## src/rtl/mlpf_pkg.sv

```systemverilog
// Shared constants, types and codes for the multilevel priority FIFO.
`default_nettype none
package mlpf_pkg;

   localparam int NUM_LEVELS   = 16;
   localparam int CAPACITY     = 64;
   localparam int PAYLOAD_BITS = 32;

   localparam int CMD_W     = 2;
   localparam int DATA_W    = 32;
   localparam int PRIO_W    = 5;
   localparam int STATUS_W  = 2;
   localparam int LVL_W     = (NUM_LEVELS > 1) ? $clog2(NUM_LEVELS) : 1;
   localparam int SLOT_W    = (CAPACITY > 1) ? $clog2(CAPACITY) : 1;
   localparam int CNT_W     = $clog2(CAPACITY + 1);
   localparam int CMP_W     = (LVL_W + 1 > PRIO_W) ? LVL_W + 1 : PRIO_W;

   localparam logic [CMD_W-1:0] CMD_INSERT = 2'd0;
   localparam logic [CMD_W-1:0] CMD_REMOVE = 2'd1;
   localparam logic [CMD_W-1:0] CMD_PROBE  = 2'd2;

   localparam logic [STATUS_W-1:0] STS_OK       = 2'd0;
   localparam logic [STATUS_W-1:0] STS_EMPTY    = 2'd1;
   localparam logic [STATUS_W-1:0] STS_FULL     = 2'd2;
   localparam logic [STATUS_W-1:0] STS_BAD_PRIO = 2'd3;

   typedef logic [LVL_W-1:0]  lvl_idx_type;
   typedef logic [SLOT_W-1:0] slot_type;
   typedef logic [CNT_W-1:0]  cnt_type;
   typedef logic [PRIO_W-1:0] prio_type;

   // Carried from cell to cell along the level row.
   typedef struct packed {
      logic        higher;        // a nonempty level above the request exists
      logic        found;         // first nonempty level already seen
      slot_type    head;          // head slot of the first nonempty level
      lvl_idx_type lvl;           // index of the first nonempty level
      slot_type    tgt_tail;      // tail slot of the requested level
      logic        tgt_nonempty;  // requested level holds entries
   } chain_type;

   // Commit broadcast to every cell.
   typedef struct packed {
      logic        ins;
      logic        rem;
      lvl_idx_type lvl;
      slot_type    slot;
      slot_type    next_head;
   } upd_type;

endpackage
`default_nettype wire

```

## src/rtl/mlpf_ram.sv

```systemverilog
// Generic single-write, single-read RAM with registered read data.
`default_nettype none
module mlpf_ram #(
   parameter int WIDTH = 32,
   parameter int DEPTH = 64
) (
   input  wire logic                                      clock,
   input  wire logic                                      wr_en,
   input  wire logic [((DEPTH > 1) ? $clog2(DEPTH) : 1)-1:0] wr_addr,
   input  wire logic [WIDTH-1:0]                          wr_data,
   input  wire logic [((DEPTH > 1) ? $clog2(DEPTH) : 1)-1:0] rd_addr,
   output logic      [WIDTH-1:0]                          rd_data
);

   logic [WIDTH-1:0] mem_ff [DEPTH];

   always_ff @(posedge clock) begin
      if (wr_en) begin
         mem_ff[wr_addr] <= wr_data;
      end
      rd_data <= mem_ff[rd_addr];
   end

endmodule
`default_nettype wire

```

## src/rtl/mlpf_level_cell.sv

```systemverilog
// One priority level: head, tail and count, plus its stage of the level chain.
`default_nettype none
module mlpf_level_cell (
   input  wire logic                 clock,
   input  wire logic                 reset,
   input  wire mlpf_pkg::lvl_idx_type cell_idx,
   input  wire mlpf_pkg::prio_type   prio,
   input  wire mlpf_pkg::lvl_idx_type tgt_lvl,
   input  wire mlpf_pkg::chain_type  chain_in,
   output mlpf_pkg::chain_type       chain_out,
   input  wire mlpf_pkg::upd_type    upd
);
   import mlpf_pkg::*;

   slot_type head_ff;
   slot_type tail_ff;
   cnt_type  count_ff;
   logic     nonempty;
   logic     above;
   logic     hit;

   assign nonempty = (count_ff != '0);
   assign above    = (prio != '0) &&
                     (CMP_W'(cell_idx) < (CMP_W'(prio) - CMP_W'(1)));
   assign hit      = (cell_idx == upd.lvl);

   always_comb begin
      chain_out        = chain_in;
      chain_out.higher = chain_in.higher | (nonempty & above);
      if (!chain_in.found && nonempty) begin
         chain_out.found = 1'b1;
         chain_out.head  = head_ff;
         chain_out.lvl   = cell_idx;
      end
      if (cell_idx == tgt_lvl) begin
         chain_out.tgt_tail     = tail_ff;
         chain_out.tgt_nonempty = nonempty;
      end
   end

   always_ff @(posedge clock) begin
      if (reset) begin
         count_ff <= '0;
      end else if (upd.ins && hit) begin
         count_ff <= count_ff + CNT_W'(1);
      end else if (upd.rem && hit) begin
         count_ff <= count_ff - CNT_W'(1);
      end
   end

   always_ff @(posedge clock) begin
      if (upd.ins && hit) begin
         if (!nonempty) begin
            head_ff <= upd.slot;
         end
         tail_ff <= upd.slot;
      end else if (upd.rem && hit) begin
         head_ff <= upd.next_head;
      end
   end

endmodule
`default_nettype wire

```

## src/rtl/multilevel_priority_fifo_core.sv

```systemverilog
// Multilevel priority FIFO: level cell row, linked slot pool and sequencer.
//
//   channel   ports                                    handshake
//   request   req_command, req_payload, req_priority_req  start & !busy
//   response  rsp_status, rsp_removed_payload,           rsp_strobe, one cycle
//             rsp_higher_waiting, rsp_occupancy
//
// Each request passes through a lookup state that walks the level row and
// reads the slot pool, then a commit state that writes the pool and the cells.
// busy is high only during lookup, so a new request can be taken while the
// last one is in commit or while idle. The response appears in the
// cycle after commit. Synchronous reset empties all levels at once; there is
// no clearing pass. The receiver cannot stall responses.
`default_nettype none
module multilevel_priority_fifo_core (
   input  wire logic                          clock,
   input  wire logic                          reset,
   input  wire logic                          start,
   output logic                               busy,
   input  wire logic [mlpf_pkg::CMD_W-1:0]    req_command,
   input  wire logic [mlpf_pkg::DATA_W-1:0]   req_payload,
   input  wire logic [mlpf_pkg::PRIO_W-1:0]   req_priority_req,
   output logic                               rsp_strobe,
   output logic [mlpf_pkg::STATUS_W-1:0]      rsp_status,
   output logic [mlpf_pkg::DATA_W-1:0]        rsp_removed_payload,
   output logic                               rsp_higher_waiting,
   output logic [mlpf_pkg::CNT_W-1:0]         rsp_occupancy
);
   import mlpf_pkg::*;

   localparam logic [1:0] STATE_IDLE   = 2'd0;
   localparam logic [1:0] STATE_LOOKUP = 2'd1;
   localparam logic [1:0] STATE_COMMIT = 2'd2;

   logic [1:0]        state_ff, state_in;
   logic [CMD_W-1:0]  cmd_ff;
   logic [DATA_W-1:0] payload_ff;
   prio_type          prio_ff;

   // lookup decisions
   logic              ins_ff, rem_ff;
   lvl_idx_type       lvl_ff;
   slot_type          head_ff, tail_ff;
   logic              tgt_nonempty_ff;
   logic [STATUS_W-1:0] status_ff;
   logic              higher_ff;

   // pool bookkeeping
   slot_type          free_head_ff, free_head_in;
   cnt_type           fill_ff, fill_in;
   cnt_type           total_ff, total_in;

   // response registers
   logic              rsp_strobe_ff;
   logic [STATUS_W-1:0] rsp_status_ff;
   logic [DATA_W-1:0] rsp_removed_ff;
   logic              rsp_higher_ff;
   cnt_type           rsp_occ_ff;

   chain_type         chain [NUM_LEVELS+1];
   upd_type           upd;
   lvl_idx_type       tgt_lvl;
   logic              prio_ok;
   logic              accept;
   logic              free_avail;
   slot_type          alloc_slot;

   logic [PAYLOAD_BITS-1:0] pay_rdata;
   slot_type          link_rdata;
   logic              link_we;
   slot_type          link_waddr, link_wdata, link_raddr;
   logic              pay_we;

   logic              ins_in, rem_in;
   logic [STATUS_W-1:0] status_in;

   assign busy    = (state_ff == STATE_LOOKUP);
   assign accept  = start && !busy;
   assign prio_ok = (prio_ff != '0) && (prio_ff <= PRIO_W'(NUM_LEVELS));
   assign tgt_lvl = LVL_W'(prio_ff - PRIO_W'(1));

   // ---------------- level row ----------------
   assign chain[0] = '0;

   for (genvar i = 0; i < NUM_LEVELS; i++) begin : g_cell
      mlpf_level_cell u_cell (
         .clock     (clock),
         .reset     (reset),
         .cell_idx  (LVL_W'(i)),
         .prio      (prio_ff),
         .tgt_lvl   (tgt_lvl),
         .chain_in  (chain[i]),
         .chain_out (chain[i+1]),
         .upd       (upd)
      );
   end

   // ---------------- sequencer ----------------
   always_comb begin
      unique case (state_ff)
         STATE_LOOKUP: state_in = STATE_COMMIT;
         default:      state_in = accept ? STATE_LOOKUP : STATE_IDLE;
      endcase
   end

   always_ff @(posedge clock) begin
      if (reset) begin
         state_ff <= STATE_IDLE;
      end else begin
         state_ff <= state_in;
      end
   end

   always_ff @(posedge clock) begin
      if (accept) begin
         cmd_ff     <= req_command;
         payload_ff <= req_payload;
         prio_ff    <= req_priority_req;
      end
   end

   // Decide the operation from the state before the step.
   always_comb begin
      ins_in    = 1'b0;
      rem_in    = 1'b0;
      status_in = STS_OK;
      unique case (cmd_ff)
         CMD_INSERT: begin
            if (!prio_ok) begin
               status_in = STS_BAD_PRIO;
            end else if (total_ff == CNT_W'(CAPACITY)) begin
               status_in = STS_FULL;
            end else begin
               ins_in = 1'b1;
            end
         end
         CMD_REMOVE: begin
            if (!chain[NUM_LEVELS].found) begin
               status_in = STS_EMPTY;
            end else begin
               rem_in = 1'b1;
            end
         end
         default: begin
            if (!prio_ok) begin
               status_in = STS_BAD_PRIO;
            end
         end
      endcase
   end

   always_ff @(posedge clock) begin
      if (reset) begin
         ins_ff <= 1'b0;
         rem_ff <= 1'b0;
      end else if (state_ff == STATE_LOOKUP) begin
         ins_ff <= ins_in;
         rem_ff <= rem_in;
      end else begin
         ins_ff <= 1'b0;
         rem_ff <= 1'b0;
      end
   end

   always_ff @(posedge clock) begin
      if (state_ff == STATE_LOOKUP) begin
         lvl_ff          <= rem_in ? chain[NUM_LEVELS].lvl : tgt_lvl;
         head_ff         <= chain[NUM_LEVELS].head;
         tail_ff         <= chain[NUM_LEVELS].tgt_tail;
         tgt_nonempty_ff <= chain[NUM_LEVELS].tgt_nonempty;
         status_ff       <= status_in;
         higher_ff       <= chain[NUM_LEVELS].higher;
      end
   end

   // ---------------- slot pool ----------------
   // Freed slots are chained through the link store; slots never used yet
   // come from the fill counter.
   assign free_avail = (fill_ff != total_ff);
   assign alloc_slot = free_avail ? free_head_ff : SLOT_W'(fill_ff);
   assign link_raddr = (cmd_ff == CMD_REMOVE) ? chain[NUM_LEVELS].head : free_head_ff;

   assign pay_we     = ins_ff;
   assign link_we    = (ins_ff && tgt_nonempty_ff) || rem_ff;
   assign link_waddr = rem_ff ? head_ff : tail_ff;
   assign link_wdata = rem_ff ? free_head_ff : alloc_slot;

   mlpf_ram #(.WIDTH(PAYLOAD_BITS), .DEPTH(CAPACITY)) u_payload_ram (
      .clock   (clock),
      .wr_en   (pay_we),
      .wr_addr (alloc_slot),
      .wr_data (payload_ff[PAYLOAD_BITS-1:0]),
      .rd_addr (chain[NUM_LEVELS].head),
      .rd_data (pay_rdata)
   );

   mlpf_ram #(.WIDTH(SLOT_W), .DEPTH(CAPACITY)) u_link_ram (
      .clock   (clock),
      .wr_en   (link_we),
      .wr_addr (link_waddr),
      .wr_data (link_wdata),
      .rd_addr (link_raddr),
      .rd_data (link_rdata)
   );

   always_comb begin
      upd.ins       = ins_ff;
      upd.rem       = rem_ff;
      upd.lvl       = lvl_ff;
      upd.slot      = alloc_slot;
      upd.next_head = link_rdata;
   end

   always_comb begin
      free_head_in = free_head_ff;
      fill_in      = fill_ff;
      total_in     = total_ff;
      if (ins_ff) begin
         total_in = total_ff + CNT_W'(1);
         if (free_avail) begin
            free_head_in = link_rdata;
         end else begin
            fill_in = fill_ff + CNT_W'(1);
         end
      end else if (rem_ff) begin
         total_in     = total_ff - CNT_W'(1);
         free_head_in = head_ff;
      end
   end

   always_ff @(posedge clock) begin
      if (reset) begin
         fill_ff  <= '0;
         total_ff <= '0;
      end else begin
         fill_ff  <= fill_in;
         total_ff <= total_in;
      end
   end

   always_ff @(posedge clock) begin
      free_head_ff <= free_head_in;
   end

   // ---------------- response ----------------
   always_ff @(posedge clock) begin
      if (reset) begin
         rsp_strobe_ff <= 1'b0;
      end else begin
         rsp_strobe_ff <= (state_ff == STATE_COMMIT);
      end
   end

   always_ff @(posedge clock) begin
      if (state_ff == STATE_COMMIT) begin
         rsp_status_ff  <= status_ff;
         rsp_removed_ff <= rem_ff ? DATA_W'(pay_rdata) : '0;
         rsp_higher_ff  <= higher_ff;
         rsp_occ_ff     <= total_in;
      end
   end

   assign rsp_strobe          = rsp_strobe_ff;
   assign rsp_status          = rsp_status_ff;
   assign rsp_removed_payload = rsp_removed_ff;
   assign rsp_higher_waiting  = rsp_higher_ff;
   assign rsp_occupancy       = rsp_occ_ff;

   // ---------------- assertions ----------------
   a_total_bound: assert property (@(posedge clock) disable iff (reset)
      total_ff <= CNT_W'(CAPACITY))
      else $error("occupancy exceeds pool capacity");

   a_fill_covers_total: assert property (@(posedge clock) disable iff (reset)
      fill_ff >= total_ff)
      else $error("fill counter below occupancy");

   a_strobe_after_commit: assert property (@(posedge clock) disable iff (reset)
      rsp_strobe |-> $past(state_ff == STATE_COMMIT))
      else $error("response without a commit cycle");

   a_single_action: assert property (@(posedge clock) disable iff (reset)
      !(ins_ff && rem_ff))
      else $error("insert and remove committed together");

endmodule
`default_nettype wire
```

## config.mk

```make
export PLATFORM = sky130hd
export DESIGN_NAME = multilevel_priority_fifo_core
export DESIGN_NICKNAME = d
export VERILOG_FILES = /design/src/rtl/mlpf_pkg.sv /design/src/rtl/mlpf_ram.sv /design/src/rtl/mlpf_level_cell.sv /design/src/rtl/multilevel_priority_fifo_core.sv
export SDC_FILE = /design/constraint.sdc
export NUM_CORES = 2
export LEC_CHECK = 0
export BUFFER_PORTS_ARGS = -buffer_cell sky130_fd_sc_hd__buf_4
export CAP_MARGIN = 20
export CORE_AREA = 2 2 404 606
export CTS_CLUSTER_SIZE = 24
export DETAILED_ROUTE_END_ITERATION = 8
export DIE_AREA = 0 0 406 608
export PLACE_DENSITY = 0.7
export SETUP_SLACK_MARGIN = 0.3
export SYNTH_ARGS = -nofsm -noshare
export SYNTH_HDL_FRONTEND = slang
export SYNTH_SLANG_ARGS = --single-unit
```

## constraint.sdc

```tcl
create_clock -name clock -period 6.2 [get_ports clock]
set_input_delay 0.93 -clock clock [delete_from_list [all_inputs] [get_ports clock]]
set_output_delay 0.93 -clock clock [all_outputs]
set_load 0.1 [all_outputs]
```

==> metrics <==
Post-Syn Area per Cell 14.8 µm²; Final ANT Viol Nets 0; Starting Density 49.8%; TritonCTS clock tree done; top_reg_cell synth edfxtp_1; Filler Cell Count 18,700; FMAX 175 MHz; DIE WIDTH 406 µm; Setup crit start kind register; commonest non-fill, non-tap cell in the layout edfxtp_1; dpl hpwl around 200,000 µm; Root Driver clkbuf_16; Synth Area in Compound Gates 9.09%; Final Cycle Share 92.1%; worst skew pair latency 0.88 ns; Clock Sinks 2,900; xor and xnor area share after synthesis 0.823%; Hold WS 0.234 ns; setup violators final 0; register area share after synthesis a little under three quarters; WP data required 6.90 ns; Mapped Area 120,000 µm²; worst min path class input pin to register; most frequent cells in the layout edfxtp_1 (2,731), nand2_1 (749), mux2i_1 (647); Clock Path Buffers 4; mux cell area share after synthesis between 8 and 9%; Slew HR 24.0%; clk_skew around 0.066 ns; # Max-Cap Violations 0; Detailed Route Iter0 Violations 7,705; RSZ-0062 raised after global routing false; H-tree depth 5; FFs w/ async S/R, synth 0%; Pwr per Cell Area 315 nW/µm²; Final Core Density ~56%; Worst path max stage delay about 0.57 ns; DRC 0; row cnt 221; drt total wl 330,000 µm; post-route non-filler standard cell count around 12,000; # IOs 86; Final Hold Vio Count 0; largest net degree at the start of global routing 127; max-slew violations 0; fin crit period ~5.7 ns; Mapped Nets ~8,300; Placer Congestion 0.941; initial antenna violation count 16; largest family of logic cells by synthesized area compound AO/OA/AOI/OAI gates; Pre-antenna DRT Iters 6; Die Y 608 µm; Worst path top cell family by delay compound AO/OA/AOI/OAI gates; Critical Path Fanout Max 63; full die area 247,000 µm²; cell count after synthesis 8,139; drt wl/cell 28.0 µm; vias in the first global route 71,900; Synth Area in Simple Gates 7.40%; area share of fa/ha/maj cells after synthesis 1.18%; # nets final about 8,500; Slew @ Worst Pin 1.13 ns; first-pass GRT wire length 478,000 µm; core area about 240,000 µm²; Worst IR Drop VDD 0.241 mV; CP bufs+invs 4; Tot Pwr 42,600 µW; Placed Cells incl. Taps 11,300; hold_buf cts 0; Leakage 0.0442 µW; crit end category register; area delta synth->final 12.5%; number of synthesized flops with an enable pin 2,731; Warnings, synthesis 0; setup tns final 0 ns; Setup Crit Path Kind register to register; CP max stage cell a2111oi_0; status finished clean; Clock Pin Slew Worst Setup and Hold Paths 0.06 ns; critical-path cell list nor4_4, and4_1, nand2_1, o32a_1, a21oi_2, o21a_4, buf_12, buf_12, buf_12, a211oi_1, a2111oi_0, nor3_1, buf_4, a311oi_1; Yosys reg bits 2,900; Critical Path AT 6.42 ns; Worst path most repeated cell buf_12; DR vias 72,100; TritonCTS Buffers 284; IO buf count 85; post-synth cell types 94; layout cells sized above 1 14.5%; Total Routing Usage GR 26.3%; drt via density 6.12; grt ovf 0
==> metrics by stage <==
step	area, µm²	worst slack (ns)
after floorplan	120000	1.98
after global placement	126000	0.313
after detailed placement	126000	0.540
after CTS	135000	0.483
after global routing	135000	0.311
final	135000	0.487
==> final timing paths <==
kind / from / end / slack [ns] / depth (start not counted)
worst max-delay path: g_cell[1].u_cell.count_ff[2]$_SDFFE_PP0P_ / u_payload_ram.rd_data[21]$_DFF_P_ / 0.49 / 14
worst max register to register: g_cell[1].u_cell.count_ff[2]$_SDFFE_PP0P_ / u_payload_ram.rd_data[21]$_DFF_P_ / 0.49 / 14
worst min-delay path: req_priority_req[3] / prio_ff[3]$_DFFE_PP_ / 0.23 / 1
worst min register to register: status_ff[0]$_DFFE_PP_ / rsp_status[0]$_DFFE_PP_ / 0.42 / 0
==> cell usage after synthesis (39+ instances only) <==
cell type  instances  share of area (%)
mux2_2           306                2.9
o211ai_1         317                2.0
nor2_1           496                1.5
a211oi_1         286                1.8
mux2i_1          653                5.4
ha_1              88               0.92
o21ai_0          258                1.1
nand2_1          750                2.3
nor2b_1          220                1.1
and2_1            43               0.22
inv_1             53               0.17
and3_1            71               0.37
nand3_1           75               0.31
buf_2            125               0.52
a21o_1            50               0.31
xnor2_1           78               0.57
buf_4             56               0.35
a2111oi_0        140                1.0
a21oi_1          281                1.2
clkbuf_1         277               0.87
edfxtp_1        2731                 68
dfxtp_1          169                2.8
a311oi_1          39               0.28
nor3_1            99               0.41
nand4_1           68               0.35
==> metal layers <==
metal	vias to the layer above	part of all wire [%]	track usage [%]	routed length [µm]
met1	36500	38	32.5	124000
li1	31800	-	-	-
met5	-	0.0039	0	13
met3	764	6.5	3.12	21300
met4	2	6.2	14.8	20500
met2	3014	50	44.6	164000
==> registers in the layout (all words and copies together) (netlist names), 7 cells and up <==
| name | count |
|---|---|
| u_payload_ram.mem_ff | 2048 |
| u_link_ram.mem_ff | 384 |
| g_cell.u_cell.count_ff | 112 |
| g_cell.u_cell.head_ff | 96 |
| g_cell.u_cell.tail_ff | 96 |
| payload_ff | 32 |
| rsp_removed_payload | 32 |
| u_payload_ram.rd_data | 32 |
| fill_ff | 7 |
| rsp_occupancy | 7 |
| total_ff | 7 |
==> cell families (layout without fill, tap and decap cells) <==
family	after synthesis	after routing
DFF	2900	2900
adders and majority gates	104	104
other	0	3
muxes	959	959
xor gates and xnor gates	113	113
buffers and inverters	556	961
AOI/OAI and AO/OA	1584	1584
and+or+nand+nor	1923	1923
==> power breakdown <==
group          switching (µW)  total (µW)  internal, µW
clock                    7320       17000          9660
combinational            2620        3880          1260
sequential                156       21700         21600
total                   10100       42600         32500
==> area by class of cell <==
type	instances	area, µm²	share of cell area [%]
flip-flops and latches	2900	85400	63.1
multi-input cells	4683	32800	24.3
clock buffers	353	7570	5.60
well taps	3233	4050	2.99
repair buffers	407	3780	2.80
clock inverters	144	1400	1.04
inverters	57	216	0.160
diodes	3	7.51	0.00555
==> what timing repair did <==
item,CTS,global route
resized for setup,0,1
setup endpoints to repair,0,3
buffers inserted,0,0
Note: power is estimated with default switching activity, not from simulation.
